`src/hdl/crcfb_pkg.sv`:
```
package crcfb_pkg;

  localparam int unsigned MaxPayloadDefault = 256;

  localparam logic [15:0] CrcPoly     = 16'h1021;
  localparam logic [15:0] CrcInit     = 16'h0000;
  localparam logic [15:0] HeaderExtra = 16'd3;

  localparam int unsigned InDataW  = 32;
  localparam int unsigned OutDataW = 8;

  typedef struct packed {
    logic [8:0] payload_count;
    logic [7:0] service_id;
    logic [7:0] data_byte;
  } item_t;

  typedef struct packed {
    logic [7:0] frame_byte;
    logic       end_of_frame;
  } beat_t;

  typedef enum logic [5:0] {
    PhLenLo = 6'b000001,
    PhLenHi = 6'b000010,
    PhSid   = 6'b000100,
    PhData  = 6'b001000,
    PhCrcLo = 6'b010000,
    PhCrcHi = 6'b100000
  } phase_e;

  // crc-16/xmodem, one byte, msb first
  function automatic logic [15:0] crc_byte(input logic [15:0] crc, input logic [7:0] b);
    logic [15:0] c;
    c = crc ^ {b, 8'h00};
    for (int k = 0; k < 8; k++) begin
      c = c[15] ? ((c << 1) ^ CrcPoly) : (c << 1);
    end
    return c;
  endfunction

endpackage

```
`src/hdl/crcfb_in_stage.sv`:
```
module crcfb_in_stage
  import crcfb_pkg::*;
(
  input  logic  clk_i,
  input  logic  rst_ni,
  input  logic  in_valid_i,
  output logic  in_ready_o,
  input  item_t in_item_i,
  output logic  item_valid_o,
  output item_t item_o,
  input  logic  take_i
);

  logic  valid_q, valid_d;
  item_t item_q;

  assign in_ready_o = !valid_q || take_i;

  always_comb begin
    valid_d = valid_q;
    if (take_i) begin
      valid_d = 1'b0;
    end
    if (in_valid_i && in_ready_o) begin
      valid_d = 1'b1;
    end
  end

  always_ff @(posedge clk_i or negedge rst_ni) begin
    if (!rst_ni) begin
      valid_q <= 1'b0;
    end else begin
      valid_q <= valid_d;
    end
  end

  always_ff @(posedge clk_i) begin
    if (in_valid_i && in_ready_o) begin
      item_q <= in_item_i;
    end
  end

  assign item_valid_o = valid_q;
  assign item_o       = item_q;

endmodule

```
`src/hdl/crcfb_framer.sv`:
```
module crcfb_framer
  import crcfb_pkg::*;
#(
  parameter int unsigned MAX_PAYLOAD = MaxPayloadDefault
) (
  input  logic  clk_i,
  input  logic  rst_ni,
  input  logic  item_valid_i,
  input  item_t item_i,
  output logic  take_o,
  output logic  beat_valid_o,
  input  logic  beat_ready_i,
  output beat_t beat_o
);

  localparam int unsigned CntW = $clog2(MAX_PAYLOAD + 1);
  localparam logic [15:0] MaxPay = 16'(MAX_PAYLOAD);

  phase_e          phase_q, phase_d;
  logic [15:0]     crc_q, crc_d;
  logic [CntW-1:0] left_q, left_d;

  logic [15:0] cnt_ext;
  logic [15:0] cnt_sat;
  logic [15:0] frame_len;
  logic        emit;
  logic        fire;
  logic        track;

  // zero counts as one, large counts clip to the maximum
  assign cnt_ext = {7'b0, item_i.payload_count};

  always_comb begin
    priority if (cnt_ext == 16'd0) begin
      cnt_sat = 16'd1;
    end else if (cnt_ext > MaxPay) begin
      cnt_sat = MaxPay;
    end else begin
      cnt_sat = cnt_ext;
    end
  end

  assign frame_len = cnt_sat + HeaderExtra;

  always_comb begin
    emit                = 1'b0;
    track               = 1'b1;
    beat_o.frame_byte   = item_i.data_byte;
    beat_o.end_of_frame = 1'b0;
    phase_d             = phase_q;
    left_d              = left_q;
    take_o              = 1'b0;
    fire                = 1'b0;
    unique case (phase_q)
      PhLenLo: begin
        emit              = item_valid_i;
        beat_o.frame_byte = frame_len[7:0];
        fire              = emit && beat_ready_i;
        if (fire) begin
          phase_d = PhLenHi;
          left_d  = CntW'(cnt_sat);
        end
      end
      PhLenHi: begin
        emit              = item_valid_i;
        beat_o.frame_byte = frame_len[15:8];
        fire              = emit && beat_ready_i;
        if (fire) begin
          phase_d = PhSid;
        end
      end
      PhSid: begin
        emit              = item_valid_i;
        beat_o.frame_byte = item_i.service_id;
        fire              = emit && beat_ready_i;
        if (fire) begin
          phase_d = PhData;
        end
      end
      PhData: begin
        emit              = item_valid_i;
        beat_o.frame_byte = item_i.data_byte;
        fire              = emit && beat_ready_i;
        take_o            = fire;
        if (fire) begin
          left_d  = left_q - CntW'(1);
          phase_d = (left_q == CntW'(1)) ? PhCrcLo : PhData;
        end
      end
      PhCrcLo: begin
        emit              = 1'b1;
        track             = 1'b0;
        beat_o.frame_byte = crc_q[7:0];
        fire              = beat_ready_i;
        if (fire) begin
          phase_d = PhCrcHi;
        end
      end
      PhCrcHi: begin
        emit                = 1'b1;
        track               = 1'b0;
        beat_o.frame_byte   = crc_q[15:8];
        beat_o.end_of_frame = 1'b1;
        fire                = beat_ready_i;
        if (fire) begin
          phase_d = PhLenLo;
        end
      end
      default: begin
        phase_d = PhLenLo;
      end
    endcase
  end

  always_comb begin
    crc_d = crc_q;
    if (fire) begin
      if (track) begin
        crc_d = crc_byte(crc_q, beat_o.frame_byte);
      end else if (phase_q == PhCrcHi) begin
        crc_d = CrcInit;
      end
    end
  end

  assign beat_valid_o = emit;

  always_ff @(posedge clk_i or negedge rst_ni) begin
    if (!rst_ni) begin
      phase_q <= PhLenLo;
      crc_q   <= CrcInit;
      left_q  <= '0;
    end else begin
      phase_q <= phase_d;
      crc_q   <= crc_d;
      left_q  <= left_d;
    end
  end

endmodule

```
`src/hdl/crcfb_out_stage.sv`:
```
module crcfb_out_stage
  import crcfb_pkg::*;
(
  input  logic  clk_i,
  input  logic  rst_ni,
  input  logic  beat_valid_i,
  output logic  beat_ready_o,
  input  beat_t beat_i,
  output logic  out_valid_o,
  input  logic  out_ready_i,
  output beat_t out_o
);

  logic  valid_q, valid_d;
  beat_t beat_q;

  assign beat_ready_o = !valid_q || out_ready_i;

  always_comb begin
    valid_d = valid_q;
    if (beat_ready_o) begin
      valid_d = beat_valid_i;
    end
  end

  always_ff @(posedge clk_i or negedge rst_ni) begin
    if (!rst_ni) begin
      valid_q <= 1'b0;
    end else begin
      valid_q <= valid_d;
    end
  end

  always_ff @(posedge clk_i) begin
    if (beat_valid_i && beat_ready_o) begin
      beat_q <= beat_i;
    end
  end

  assign out_valid_o = valid_q;
  assign out_o       = beat_q;

endmodule

```
`src/hdl/crc16_command_frame_builder.sv`:
```
// command frame builder with a crc-16/xmodem trailer
//
// slave side takes one payload byte per transaction; service id and payload
// count only matter on the first byte of a frame. master side gives the frame
// bytes: length low, length high (count plus 3), service id, payload bytes,
// crc low, crc high. tlast is set on the crc high byte only.
// a payload count of zero counts as one, a count above MAX_PAYLOAD is clipped.
//
// a byte accepted on the slave side goes through the input register and then
// the output register before it shows up on the master side. one byte per
// cycle in the middle of a frame while the receiver takes bytes; the first
// byte of a frame waits in the input register while the three header bytes
// go out first, and two crc bytes follow, so n payload bytes make n + 5 bytes.
// the input register takes a new byte while the output register waits, if it is empty.
// reset empties both registers and starts at a frame boundary.
// when the receiver stalls the output byte holds and, once the input register
// is full, s_axis_tready drops.
module crc16_command_frame_builder
  import crcfb_pkg::*;
#(
  parameter int unsigned MAX_PAYLOAD = MaxPayloadDefault
) (
  input  logic                clk_i,
  input  logic                rst_ni,
  input  logic                s_axis_tvalid,
  output logic                s_axis_tready,
  // data_byte [7:0], service_id [15:8], payload_count [24:16], zero [31:25]
  input  logic [InDataW-1:0]  s_axis_tdata,
  output logic                m_axis_tvalid,
  input  logic                m_axis_tready,
  // frame_byte [7:0]
  output logic [OutDataW-1:0] m_axis_tdata,
  output logic                m_axis_tlast
);

  item_t in_item;
  item_t item;
  logic  item_valid;
  logic  take;
  logic  beat_valid;
  logic  beat_ready;
  beat_t beat;
  beat_t out_beat;

  assign in_item.data_byte     = s_axis_tdata[7:0];
  assign in_item.service_id    = s_axis_tdata[15:8];
  assign in_item.payload_count = s_axis_tdata[24:16];

  crcfb_in_stage u_in (
    .clk_i        (clk_i),
    .rst_ni       (rst_ni),
    .in_valid_i   (s_axis_tvalid),
    .in_ready_o   (s_axis_tready),
    .in_item_i    (in_item),
    .item_valid_o (item_valid),
    .item_o       (item),
    .take_i       (take)
  );

  crcfb_framer #(
    .MAX_PAYLOAD (MAX_PAYLOAD)
  ) u_framer (
    .clk_i        (clk_i),
    .rst_ni       (rst_ni),
    .item_valid_i (item_valid),
    .item_i       (item),
    .take_o       (take),
    .beat_valid_o (beat_valid),
    .beat_ready_i (beat_ready),
    .beat_o       (beat)
  );

  crcfb_out_stage u_out (
    .clk_i        (clk_i),
    .rst_ni       (rst_ni),
    .beat_valid_i (beat_valid),
    .beat_ready_o (beat_ready),
    .beat_i       (beat),
    .out_valid_o  (m_axis_tvalid),
    .out_ready_i  (m_axis_tready),
    .out_o        (out_beat)
  );

  assign m_axis_tdata = out_beat.frame_byte;
  assign m_axis_tlast = out_beat.end_of_frame;

  // a byte leaves the input register only as it moves into the output register
  a_take_moves: assert property (@(posedge clk_i) disable iff (!rst_ni)
    take |-> item_valid && beat_valid && beat_ready)
    else $error("payload byte consumed without an output transfer");

  // after the crc high byte the next frame starts with its header
  a_header_after_crc: assert property (@(posedge clk_i) disable iff (!rst_ni)
    beat_valid && beat_ready && beat.end_of_frame |=> !take)
    else $error("payload byte taken right after end of frame");

  // input back pressure only while a byte waits in the input register
  a_ready_when_empty: assert property (@(posedge clk_i) disable iff (!rst_ni)
    !s_axis_tready |-> item_valid)
    else $error("input stalled with empty input register");

endmodule
```
`config.mk`:
```
export PLATFORM = sky130hd
export DESIGN_NAME = crc16_command_frame_builder
export DESIGN_NICKNAME = d
export VERILOG_FILES = /design/src/hdl/crcfb_pkg.sv /design/src/hdl/crcfb_in_stage.sv /design/src/hdl/crcfb_framer.sv /design/src/hdl/crcfb_out_stage.sv /design/src/hdl/crc16_command_frame_builder.sv
export SDC_FILE = /design/constraint.sdc
export NUM_CORES = 1
export LEC_CHECK = 0
export BUFFER_PORTS_ARGS = -buffer_cell sky130_fd_sc_hd__buf_4
export CORE_ASPECT_RATIO = 1.75
export CORE_MARGIN = 2
export CORE_UTILIZATION = 40
export CTS_BUF_LIST = sky130_fd_sc_hd__clkbuf_16
export CTS_CLUSTER_DIAMETER = 150
export DETAILED_ROUTE_END_ITERATION = 7
export SKIP_CTS_REPAIR_TIMING = 1
export SYNTH_ARGS = -nofsm -noshare
export SYNTH_HDL_FRONTEND = slang
export SYNTH_SLANG_ARGS = --single-unit
```
`constraint.sdc`:
```
create_clock -name clk_i -period 3.95 [get_ports clk_i]
set_input_delay 0.395 -clock clk_i [delete_from_list [all_inputs] [get_ports clk_i]]
set_output_delay 0.395 -clock clk_i [all_outputs]
set_load 0.1 [all_outputs]
```
After elaboration in Yosys (flattened, before gate mapping) --
Index checks and enable logic that the tools add are counted. W data, S select, Z words.
Operators by class: muxes and demuxes 30, reduce and logical (&&, ||, !) cells 15, add/subtract/negate cells 2, bitwise logic cells 9, $lt $le $gt $ge 1, equality and inequality tests 14
Operators by type and width (number):
- $mux W13 | 8
- $pmux W8 S5 | 1
- $mux W6 | 6
- $mux W9 | 4
- $pmux W6 S6 | 1
- $mux W16 | 2
- $not A3 Y3 | 8
- $pmux W9 S2 | 1
- $logic_not A16 Y1 | 1
- $xor A16 B16 Y16 | 1
- $ne A2 B1 Y1 const B | 7
- $add A9 B2 Y10 const B | 1
- $eq A9 B1 Y1 const B | 1
- $gt A9 B9 Y1 const B | 1
- $sub A9 B1 Y9 const B | 1
- $eq A6 B1 Y1 const B | 1
- $eq A6 B2 Y1 const B | 1
- $eq A6 B3 Y1 const B | 1
- $eq A6 B4 Y1 const B | 1
- $eq A6 B5 Y1 const B | 1
- $eq A6 B6 Y1 const B | 1
- $reduce_and A6 Y1 | 1
- $mux W5 | 1
- $mux W1 | 4
- other kinds (9) | 15
Storage, ports and cells: output and inout port bits 11, input port bits 36, logic and storage cells 81, register bits 67

Depth between registers and ports, before layout --
Gate-level depths: netlist of the first run.
depth in word-level cells 23, depth in mapped cells 12, gate-level depth less buffers 12

Modules after synthesis --
From an unflattened synthesis of the first run, not the netlist that was laid out.
Second synthesis, totals: cell total of the unflattened synthesis 368, area, all modules 3787.4 um2
Modules (own cells, without submodules):
- crcfb_framer | seq. area each 777.0 um2, times used 1, cells each 326, area an instance 2658.8 um2
- crcfb_in_stage | seq. area each 775.7 um2, times used 1, cells each 29, area an instance 804.5 um2
- crcfb_out_stage | seq. area each 295.3 um2, times used 1, cells each 13, area an instance 324.1 um2

Least setup slack after synthesis of the first run --
Ideal clock, no wire load.
kind register -> register, from register u_framer.phase_q[4], to register u_in.item_q, in the netlist u_in.item_o[0], enable pin, library setup time 384 ps, arrival time 4189 ps, required time 3566 ps, period minus slack after synthesis 4573 ps, buffers on the path 1, stages on the path, launching flop included 6, slack -623 ps, cells stage by stage dfrtp_1 -> buf_4 -> nor4_4 -> nand3b_1 -> o21ai_0 -> and2_1
On the way: cells in the longest elaborated chain, start to end 4
RTL lines:
- start: declaration | RTL line crcfb_framer.sv:19 | phase_e phase_q, phase_d;
- start signal: assignment | RTL line crcfb_framer.sv:130 | phase_q <= PhLenLo;
- start signal: assignment | RTL line crcfb_framer.sv:134 | phase_q <= phase_d;
- $eq A6 B4 Y1 | RTL line crcfb_framer.sv:54 | unique case (phase_q)
- $mux W1 | RTL line crcfb_framer.sv:54
- $logic_or A1 B1 Y1 | RTL line crcfb_in_stage.sv:17 | assign in_ready_o = !valid_q || take_i;
- net s_axis_tready | RTL line crc16_command_frame_builder.sv:26 | output logic s_axis_tready,
- $logic_and A1 B1 Y1 | RTL line crcfb_in_stage.sv:38 | if (in_valid_i && in_ready_o) begin
- end signal: assignment | RTL line crcfb_in_stage.sv:39 | item_q <= in_item_i;
- end: declaration | RTL line crcfb_in_stage.sv:15 | item_t item_q;
The timed path passes the listed nets, and every way through them passes these cells. A chain may end at the register's enable or synchronous reset.

==> metrics.md, run 1 <==
| Metric | Value |
|---|---|
| Crit path from | u_in.item_o[20] |
| Fin crit period | 3.53 ns |
| Pre-Repair DR Iteration Count | 4 |
| TritonCTS Buffers | 9 |
| Most frequent cells in the layout | 42 x buf_4, 34 x edfxtp_1, 32 x dfrtp_1, 29 x o21ai_0, 28 x nor2_1 |
| Worst endpoint data arrival time | 3.74 ns |
| Top FF cell, synth | edfxtp_1 |
| H-tree levels | 3 |
| Slowest-stage cell, CP | or4_1 |
| Wire per inst | 16.6 um |
| CTS Root Cell | clkbuf_16 |
| Adder-Cell Fraction of Synth Area | 1.08% |
| Post-synthesis mux area share | 0.932% |
| Combinational family with the most area after synthesis | simple AND/OR/NAND/NOR gates |
| Worst Path Required | 4.17 ns |
| Total number of vias | 2,558 |
| Max Cap Viol | 0 |
| CTS Buffer Depth | 2 |
| Antenna diodes | 0 |
| Fill count | 807 |
| Post-Place Cells | 465 |
| Antenna violations before repair | 0 |
| CP startpoint kind | register |
| Syn Nets | 357 |
| Port bufs | 39 |
| Die ar. | 9520 um2 |
| Max_slew headroom | 46.9% |
| RSZ-0062 raised after global routing | false |
| Skew final | 0.00410 ns |
| Simple-Gate Fraction of Synth Area | 16.5% |
| Vias per inst | 5.32 |
| Asr flop ratio synth | 49.3% |
| Slew Limit Fails | 0 |
| Mean post-synth cell area | 11.0 um2 |
| Crit path cell chain | or4_1, nor4_1, o21bai_1, ha_1, nor2_1, nand4_1, o21ai_0, a221o_1, xor2_1, xnor3_1, a221o_1 |
| Fmax achieved | 284 MHz |
| Final Hold Fails | 0 |
| GRT Util Overall | 18.7% |
| Worst-path fanout max | 5 |
| Min-Delay Path Class | primary input to asynchronous set/reset pin |
| Status | completed |
| Antenna Nets Post-Route | 0 |
| CTS tree | built |
| DRC | 0 |
| Crit Path Category | register to register |
| Worst r2r src | u_in.item_o[20] |
| WHS | 0.00655 ns |
| Drt first-iter violations | 139 |
| Final core occ | 48.8% |
| Share of cells above drive strength 1 | 19.2% |
| CP Buf/Inv Count | 0 |
| Most numerous cell on the critical path | a221o_1 |
| Synth Warn # | 0 |
| Worst slew pin tran | 0.794 ns |
| Syn Std Cell Area | 3490 um2 |
| Final GP Congestion | 0.855 |
| Setup violators final | 0 |
| Sequential area share after synthesis | 52.9% |
| Core area | 8560 um2 |
| Clock Pin Slew Worst Setup and Hold Paths | 0.05 ns |
| Critical Path End Type | register |
| Total Wirelength | 7970 um |
| Effective utilization at floorplan | 40.8% |
| Leak | 0.00170 uW |
| Synth Area in Compound Gates | 15.4% |
| Layout Cells excl Fill | 481 |
| Nets | 398 |
| DIE WIDTH | 74.6 um |
| CP max stage delay | 0.53 ns |
| Die Ht | 128 um |
| Synth Area in XOR/XNOR | 9.71% |
| Commonest non-fill, non-tap cell in the layout | buf_4 |
| Placement Rows | 45 |
| Synthesized flop and latch total | 67 |
| Synth cell types | 55 |
| Clk Latency, worst-skew pair | 0.33 ns |
| First-pass GRT wire length | 13,100 um |
| IO Pins | 47 |
| GRT overflow | 0 |
| Worst vdd ir | 0.403 mV |
| Area grow syn2layout | 19.5% |
| P per Cell Area | 1030 nW/um2 |
| EDFF count, synth | 34 |
| Vias in the first global route | 2,681 |
| Syn Inst Count | 318 |
| Tcrit/Tclk final | 89.3% |
| Top delay family on crit path | simple AND/OR/NAND/NOR gates |
| Largest net degree at the start of global routing | 34 |
| DP Wirelength | 6000 um |
| Setup TNS | 0 ns |
| Sink Count | 67 |
==> kinds of logic (layout without fill, tap and decap cells) <==
group           after synthesis  after routing
simple gates                107            107
compound gates               79             79
flops                        67             67
xor+xnor                     35             35
buf+inv                      24             70
fa+ha+maj                     3              3
mux                           3              3
==> synthesized netlist by cell type (all sizes together), types with 7 or more instances <==
cell type,number,area (um2)
o21ai,30,150
xor2,14,123
xnor2,20,194
nor2,28,105
a21oi,9,45.0
nor3,7,35.0
nand2b,9,56.3
nand2,26,100
dfrtp,32,801
inv,12,45.0
o2bb2ai,7,61.3
edfxtp,34,1020
==> final timing paths <==
path	end	slack (ns)	cells past startpoint
max reg2reg	u_framer.crc_q[12]	0.42	11
max in group asynchronous	u_framer.phase_q[0]	3.60	1
min in group clk_i	u_in.item_o[21]	0.24	1
max	u_framer.crc_q[12]	0.42	11
min reg2reg	u_framer.left_q[8]	0.52	1
min	u_framer.left_q[2]	0.007	1
==> metrics by stage <==
step                area, um2  total power (uW)  worst slack, ns
floorplan                3490              3080            0.220
global placement         3880              3480            0.495
detailed placement       3880              3540            0.412
CTS                      4170              4330            0.389
global route             4170              4610            0.275
finish                   4170              4300            0.424
==> layer usage <==
layer,global-route usage [%],up-vias,share of wire (%)
li1,-,1248,-
met2,32.6,63,56
met1,20.0,1230,38
met5,0,-,0
met3,4.65,17,3.5
met4,10.4,0,2.7
==> state kept, by name, indices dropped and copies added, names as in the netlist <==
name and flops:
u_out.out_valid_o 1, u_in.item_o 25, u_framer.phase_q 6, u_in.item_valid_o 1, u_framer.left_q 9, u_framer.crc_q 16, u_out.out_o 9
==> area by class of cell <==
| cell class | count | area, um2 | share of cell area (%) |
|---|---|---|---|
| well taps | 117 | 146 | 3.51 |
| flip-flops and latches | 67 | 1850 | 44.3 |
| repair buffers | 42 | 315 | 7.56 |
| multi-input cells | 227 | 1520 | 36.5 |
| clock inverters | 7 | 68.8 | 1.65 |
| clock buffers | 9 | 225 | 5.40 |
| inverters | 12 | 45.0 | 1.08 |
==> report_power, final <==
part / leakage, uW / switching [uW] / internal [uW]
Sequential: 0.000721 / 194 / 1010
Combinational: 0.000841 / 1440 / 878
Clock: 0.000133 / 295 / 484
Note: power is estimated with default switching activity, not from simulation.
==> inputs of run 2 (changes only) <==
--- a/config.mk
+++ b/config.mk
@@ -9,7 +9,7 @@
 export CORE_ASPECT_RATIO = 1.75
 export CORE_MARGIN = 2
 export CORE_UTILIZATION = 40
-export CTS_BUF_LIST = sky130_fd_sc_hd__clkbuf_16
+export CTS_BUF_LIST = sky130_fd_sc_hd__clkbuf_2
 export CTS_CLUSTER_DIAMETER = 150
 export DETAILED_ROUTE_END_ITERATION = 7
 export SKIP_CTS_REPAIR_TIMING = 1
==> metrics.md, run 2 (synthesized netlist as in run 1, its figures left out) <==
| Metric | Value |
|---|---|
| Status | completed |
| IO Pins | 47 |
| CP startpoint kind | register |
| Crit Path Category | register to register |
| Met3 wire len | 282 um |
| Clk Latency, worst-skew pair | 0.55 ns |
| Skew final | 0.0221 ns |
| Crit path cell chain | or4_1, nor4_1, o21bai_1, ha_1, nor2_1, nand4_1, o21ai_0, a221o_1, xor2_1, xnor3_1, a221o_1 |
| Drt first-iter violations | 132 |
| Critical Path End Type | register |
| Max Cap Viol | 0 |
| Vias per inst | 5.26 |
| Core area | 8560 um2 |
| Tcrit/Tclk final | 89.6% |
| H-tree levels | 3 |
| Share of cells above drive strength 1 | 17.9% |
| Fill count | 801 |
| Min-Delay Path Class | primary input to register |
| First-pass GRT wire length | 13,000 um |
| Nets | 424 |
| Design area | 4260 um2 |
| Layout Cells excl Fill | 508 |
| CTS Root Cell | clkbuf_2 |
| Worst R2R Setup Slack | 0.41 ns |
| Area grow syn2layout | 21.9% |
| DRT met1 WL | 3090 um |
| TritonCTS Buffers | 9 |
| DRC | 0 |
| Final Hold Fails | 0 |
| Largest register FFs | 25 |
| Worst r2r src | u_in.item_o[20] |
| Pre-Repair DR Iteration Count | 4 |
| Worst Path Required | 4.41 ns |
| Setup violators final | 0 |
| Effective utilization at floorplan | 40.8% |
| Crit path from | u_in.item_o[20] |
| RR Endpoint | u_framer.crc_q[12] |
| Worst slew pin tran | 0.792 ns |
| Setup TNS | 0 ns |
| DIE WIDTH | 74.6 um |
| Wire per inst | 16.2 um |
| Most numerous cell on the critical path | a221o_1 |
| Slowest-stage cell, CP | edfxtp_1 |
| Metal2 WL | 4580 um |
| Vias in the first global route | 2,666 |
| CTS tree | built |
| CP endpoint | u_framer.crc_q[12] |
| DP Wirelength | 6000 um |
| Most frequent cells in the layout | 42 x buf_4, 34 x edfxtp_1, 32 x dfrtp_1, 29 x o21ai_0, 28 x nor2_1 |
| Leak | 0.00173 uW |
| Commonest non-fill, non-tap cell in the layout | buf_4 |
| GRT overflow | 0 |
| CTS Buffer Depth | 2 |
| Antenna Nets Post-Route | 0 |
| Total number of vias | 2,670 |
| Largest net degree at the start of global routing | 34 |
| Fmax achieved | 283 MHz |
| Antenna violations before repair | 1 |
| CP max stage delay | 0.54 ns |
| Placement Cell Area | 3880 um2 |
| Placement Rows | 45 |
| RSZ-0062 raised after global routing | false |
| Clock Pin Slew Worst Setup and Hold Paths | 0.18 ns |
| Worst-path fanout max | 5 |
| Worst vdd ir | 0.367 mV |
| Port bufs | 39 |
| Final GP Congestion | 0.855 |
| Die Ht | 128 um |
| Slew Limit Fails | 0 |
| Sink Count | 67 |
| Fin crit period | 3.54 ns |
| Die ar. | 9520 um2 |
| Total Wirelength | 8250 um |
| GRT Util Overall | 18.6% |
| Worst endpoint data arrival time | 4.00 ns |
| Max_slew headroom | 47.0% |
| Post-Place Cells | 465 |
| Reg2Reg Depth | 11 |
| Top Layer Used | met4 |
| P per Cell Area | 926 nW/um2 |
[run 2: metrics by stage]
stage | hold slack (ns) | util [%] | total power (uW) | worst slack [ns]
after global placement | 0.376 | 45.3 | 3480 | 0.495
after floorplan | 0.0994 | - | 3080 | 0.220
after detailed placement | 0.377 | 45.3 | 3540 | 0.412
after global routing | 0.0323 | 49.7 | 4250 | 0.258
after CTS | -0.267 | 46.7 | 3950 | 0.380
final | 0.0478 | 49.7 | 3940 | 0.410
[run 2: how the worst min path moves through the flow]
stage,from,to,depth (start not counted)
finish,s_axis_tvalid,u_in.item_valid_o,2
CTS,rst_ni,u_framer.left_q[3],1
detailed placement,rst_ni,u_framer.left_q[3],1
floorplan,rst_ni,u_framer.crc_q[0],0
global placement,rst_ni,u_framer.left_q[3],1
global route,s_axis_tvalid,u_in.item_valid_o,2
[run 2: cell type report]
cell class	count	area [um2]	area share (%)
well taps	117	146	3.44
diodes	1	2.50	0.0588
repair buffers	68	576	13.5
inverters	12	45.0	1.06
clock buffers	9	45.0	1.06
multi-input cells	227	1520	35.8
clock inverters	7	68.8	1.62
flip-flops and latches	67	1850	43.4
[run 2: metal layers]
layer  up-vias  GRT usage (%)
met1      1282           19.9
met5         -              0
met4         0           10.9
met2        71           32.4
li1       1296              -
met3        21           3.94
[run 2: where the power goes]
| group | internal (uW) | leakage [uW] | switching (uW) | total, uW |
|---|---|---|---|---|
| sequential | 1000 | 0.000721 | 196 | 1200 |
| clock | 142 | 0.0000592 | 258 | 400 |
| combinational | 895 | 0.000950 | 1450 | 2340 |
[run 2: worst max-delay path, delay by kind of cell, from the launching register on]
family / cells / cell delay (ns)
compound gates: 4 / 0.90
xor+xnor: 2 / 0.72
fa+ha+maj: 1 / 0.25
flops: 1 / 0.54
simple gates: 4 / 1.04
==> inputs of run 3 (changes only) <==
--- a/config.mk
+++ b/config.mk
@@ -12,6 +12,7 @@
 export CTS_BUF_LIST = sky130_fd_sc_hd__clkbuf_2
 export CTS_CLUSTER_DIAMETER = 150
 export DETAILED_ROUTE_END_ITERATION = 7
+export PLACE_DENSITY_LB_ADDON = 0.15
 export SKIP_CTS_REPAIR_TIMING = 1
 export SYNTH_ARGS = -nofsm -noshare
 export SYNTH_HDL_FRONTEND = slang
==> constraint.sdc (replaced) <==
create_clock -name clk_i -period 3.95 [get_ports clk_i]
set_input_delay 0.79 -clock clk_i [delete_from_list [all_inputs] [get_ports clk_i]]
set_output_delay 0.79 -clock clk_i [all_outputs]
set_load 0.1 [all_outputs]
==> metrics.md, run 3 (synthesized netlist as in run 1, its figures left out) <==
| Metric | Value |
|---|---|
| Worst r2r src | u_in.item_o[20] |
| Clk Latency, worst-skew pair | 0.55 ns |
| Max Cap Viol | 0 |
| Nets | 399 |
| GRT overflow | 0 |
| DP Wirelength | 6150 um |
| Max_slew headroom | 44.7% |
| Die Ht | 128 um |
| Place WS | 0.422 ns |
| Drt first-iter violations | 162 |
| Core area | 8560 um2 |
| GRT Util Overall | 19.2% |
| Die ar. | 9520 um2 |
| DIE WIDTH | 74.6 um |
| Crit Path Category | register to register |
| Worst R2R Setup Slack | 0.41 ns |
| Reg2Reg Depth | 12 |
| CTS tree | built |
| Fmax achieved | 282 MHz |
| CTS Root Cell | clkbuf_2 |
| DRC | 0 |
| Setup TNS | 0 ns |
| IO Pins | 47 |
| Total Wirelength | 8130 um |
| Wire per inst | 16.8 um |
| Vias per inst | 5.29 |
| Area grow syn2layout | 15.1% |
| Area of the multi-input gates | 1520 um2 |
| Slowest-stage cell, CP | edfxtp_1 |
| Effective utilization at floorplan | 40.8% |
| Status | completed |
| Worst slew pin tran | 0.826 ns |
| Setup violators final | 0 |
| Fill count | 849 |
| Slew Limit Fails | 0 |
| Placement Rows | 45 |
| Post-route worst setup slack | 0.410 ns |
| Crit path cell chain | or4_1, nor4_1, o21bai_1, ha_1, nor2_1, nand3_1, xnor2_1, a221o_1, xnor2_1, xnor2_1, xor2_1, o21ai_0 |
| TritonCTS Buffers | 9 |
| Commonest non-fill, non-tap cell in the layout | buf_4 |
| Most frequent cells in the layout | 43 x buf_4, 34 x edfxtp_1, 32 x dfrtp_1, 29 x o21ai_0, 28 x nor2_1 |
| H-tree levels | 3 |
| Min-Delay Path Class | primary input to asynchronous set/reset pin |
| Vias in the first global route | 2,563 |
| Final Hold Fails | 0 |
| Reg area | 1850 um2 |
| Antenna Nets Post-Route | 0 |
| Tcrit/Tclk final | 89.6% |
| Fin crit period | 3.54 ns |
| RR Endpoint | u_framer.crc_q[7] |
| Total number of vias | 2,556 |
| Antenna violations before repair | 1 |
| Port bufs | 39 |
| RSZ-0062 raised after global routing | false |
| Share of cells above drive strength 1 | 19.5% |
| Pre-Repair DR Iteration Count | 4 |
| Sink Count | 67 |
| Largest net degree at the start of global routing | 34 |
| Final GP Congestion | 0.827 |
| Worst-path fanout max | 5 |
| CTS Buffer Depth | 2 |
| CP startpoint kind | register |
| Skew final | 0.0350 ns |
| Most numerous cell on the critical path | xnor2_1 |
| Clock Pin Slew Worst Setup and Hold Paths | 0.20 ns |
| Largest register FFs | 25 |
| Placement Cell Area | 3890 um2 |
| Worst Path Required | 4.36 ns |
| Worst endpoint data arrival time | 3.95 ns |
| First-pass GRT wire length | 13,200 um |
| CP max stage delay | 0.54 ns |
| Critical Path End Type | register |
| Design area | 4020 um2 |
==> run 3: final cells by class <==
type	count	area share, %
Antenna cell	1	0.0623
Clock buffer	10	1.25
Clock inverter	6	1.99
Inverter	12	1.12
Multi-Input combinational cell	227	37.9
Sequential cell	67	46.0
Tap cell	117	3.64
Timing Repair Buffer	43	8.03
==> run 3: worst max-delay path by stage <==
stage,from,to
after global placement,u_in.item_o[20],u_framer.crc_q[7]
after CTS,u_in.item_o[20],u_framer.crc_q[7]
after floorplan,u_framer.phase_q[4],u_in.item_o[0]
after global routing,u_in.item_o[20],u_framer.crc_q[7]
after detailed placement,u_in.item_o[20],u_framer.crc_q[7]
final,u_in.item_o[20],u_framer.crc_q[7]
==> run 3: worst max-delay path, delay by kind of cell, from the launching register on <==
kind	cells	cell delay, ns
flops	1	0.54
fa+ha+maj	1	0.27
xor+xnor	4	0.93
compound gates	3	0.66
simple gates	4	1.03
==> run 3: metrics by stage <==
stage,hold slack [ns],util [%],instances
floorplan,0.483,-,318
global placement,0.494,45.4,466
detailed placement,0.514,45.4,466
CTS,0.135,46.9,482
global route,0.145,47.0,483
finish,0.153,47.0,483
==> run 3: layer usage <==
layer	vias to the layer above	global-route usage, %	share of wire [%]
met5	-	0	0
met3	21	3.63	3.0
met2	59	33.9	56
met1	1231	20.5	38
li1	1245	-	-
met4	0	10.6	3.6
Power of run 3 is not shown: default switching activity piles up to over one toggle a cycle in this logic, so the estimate is an artifact.
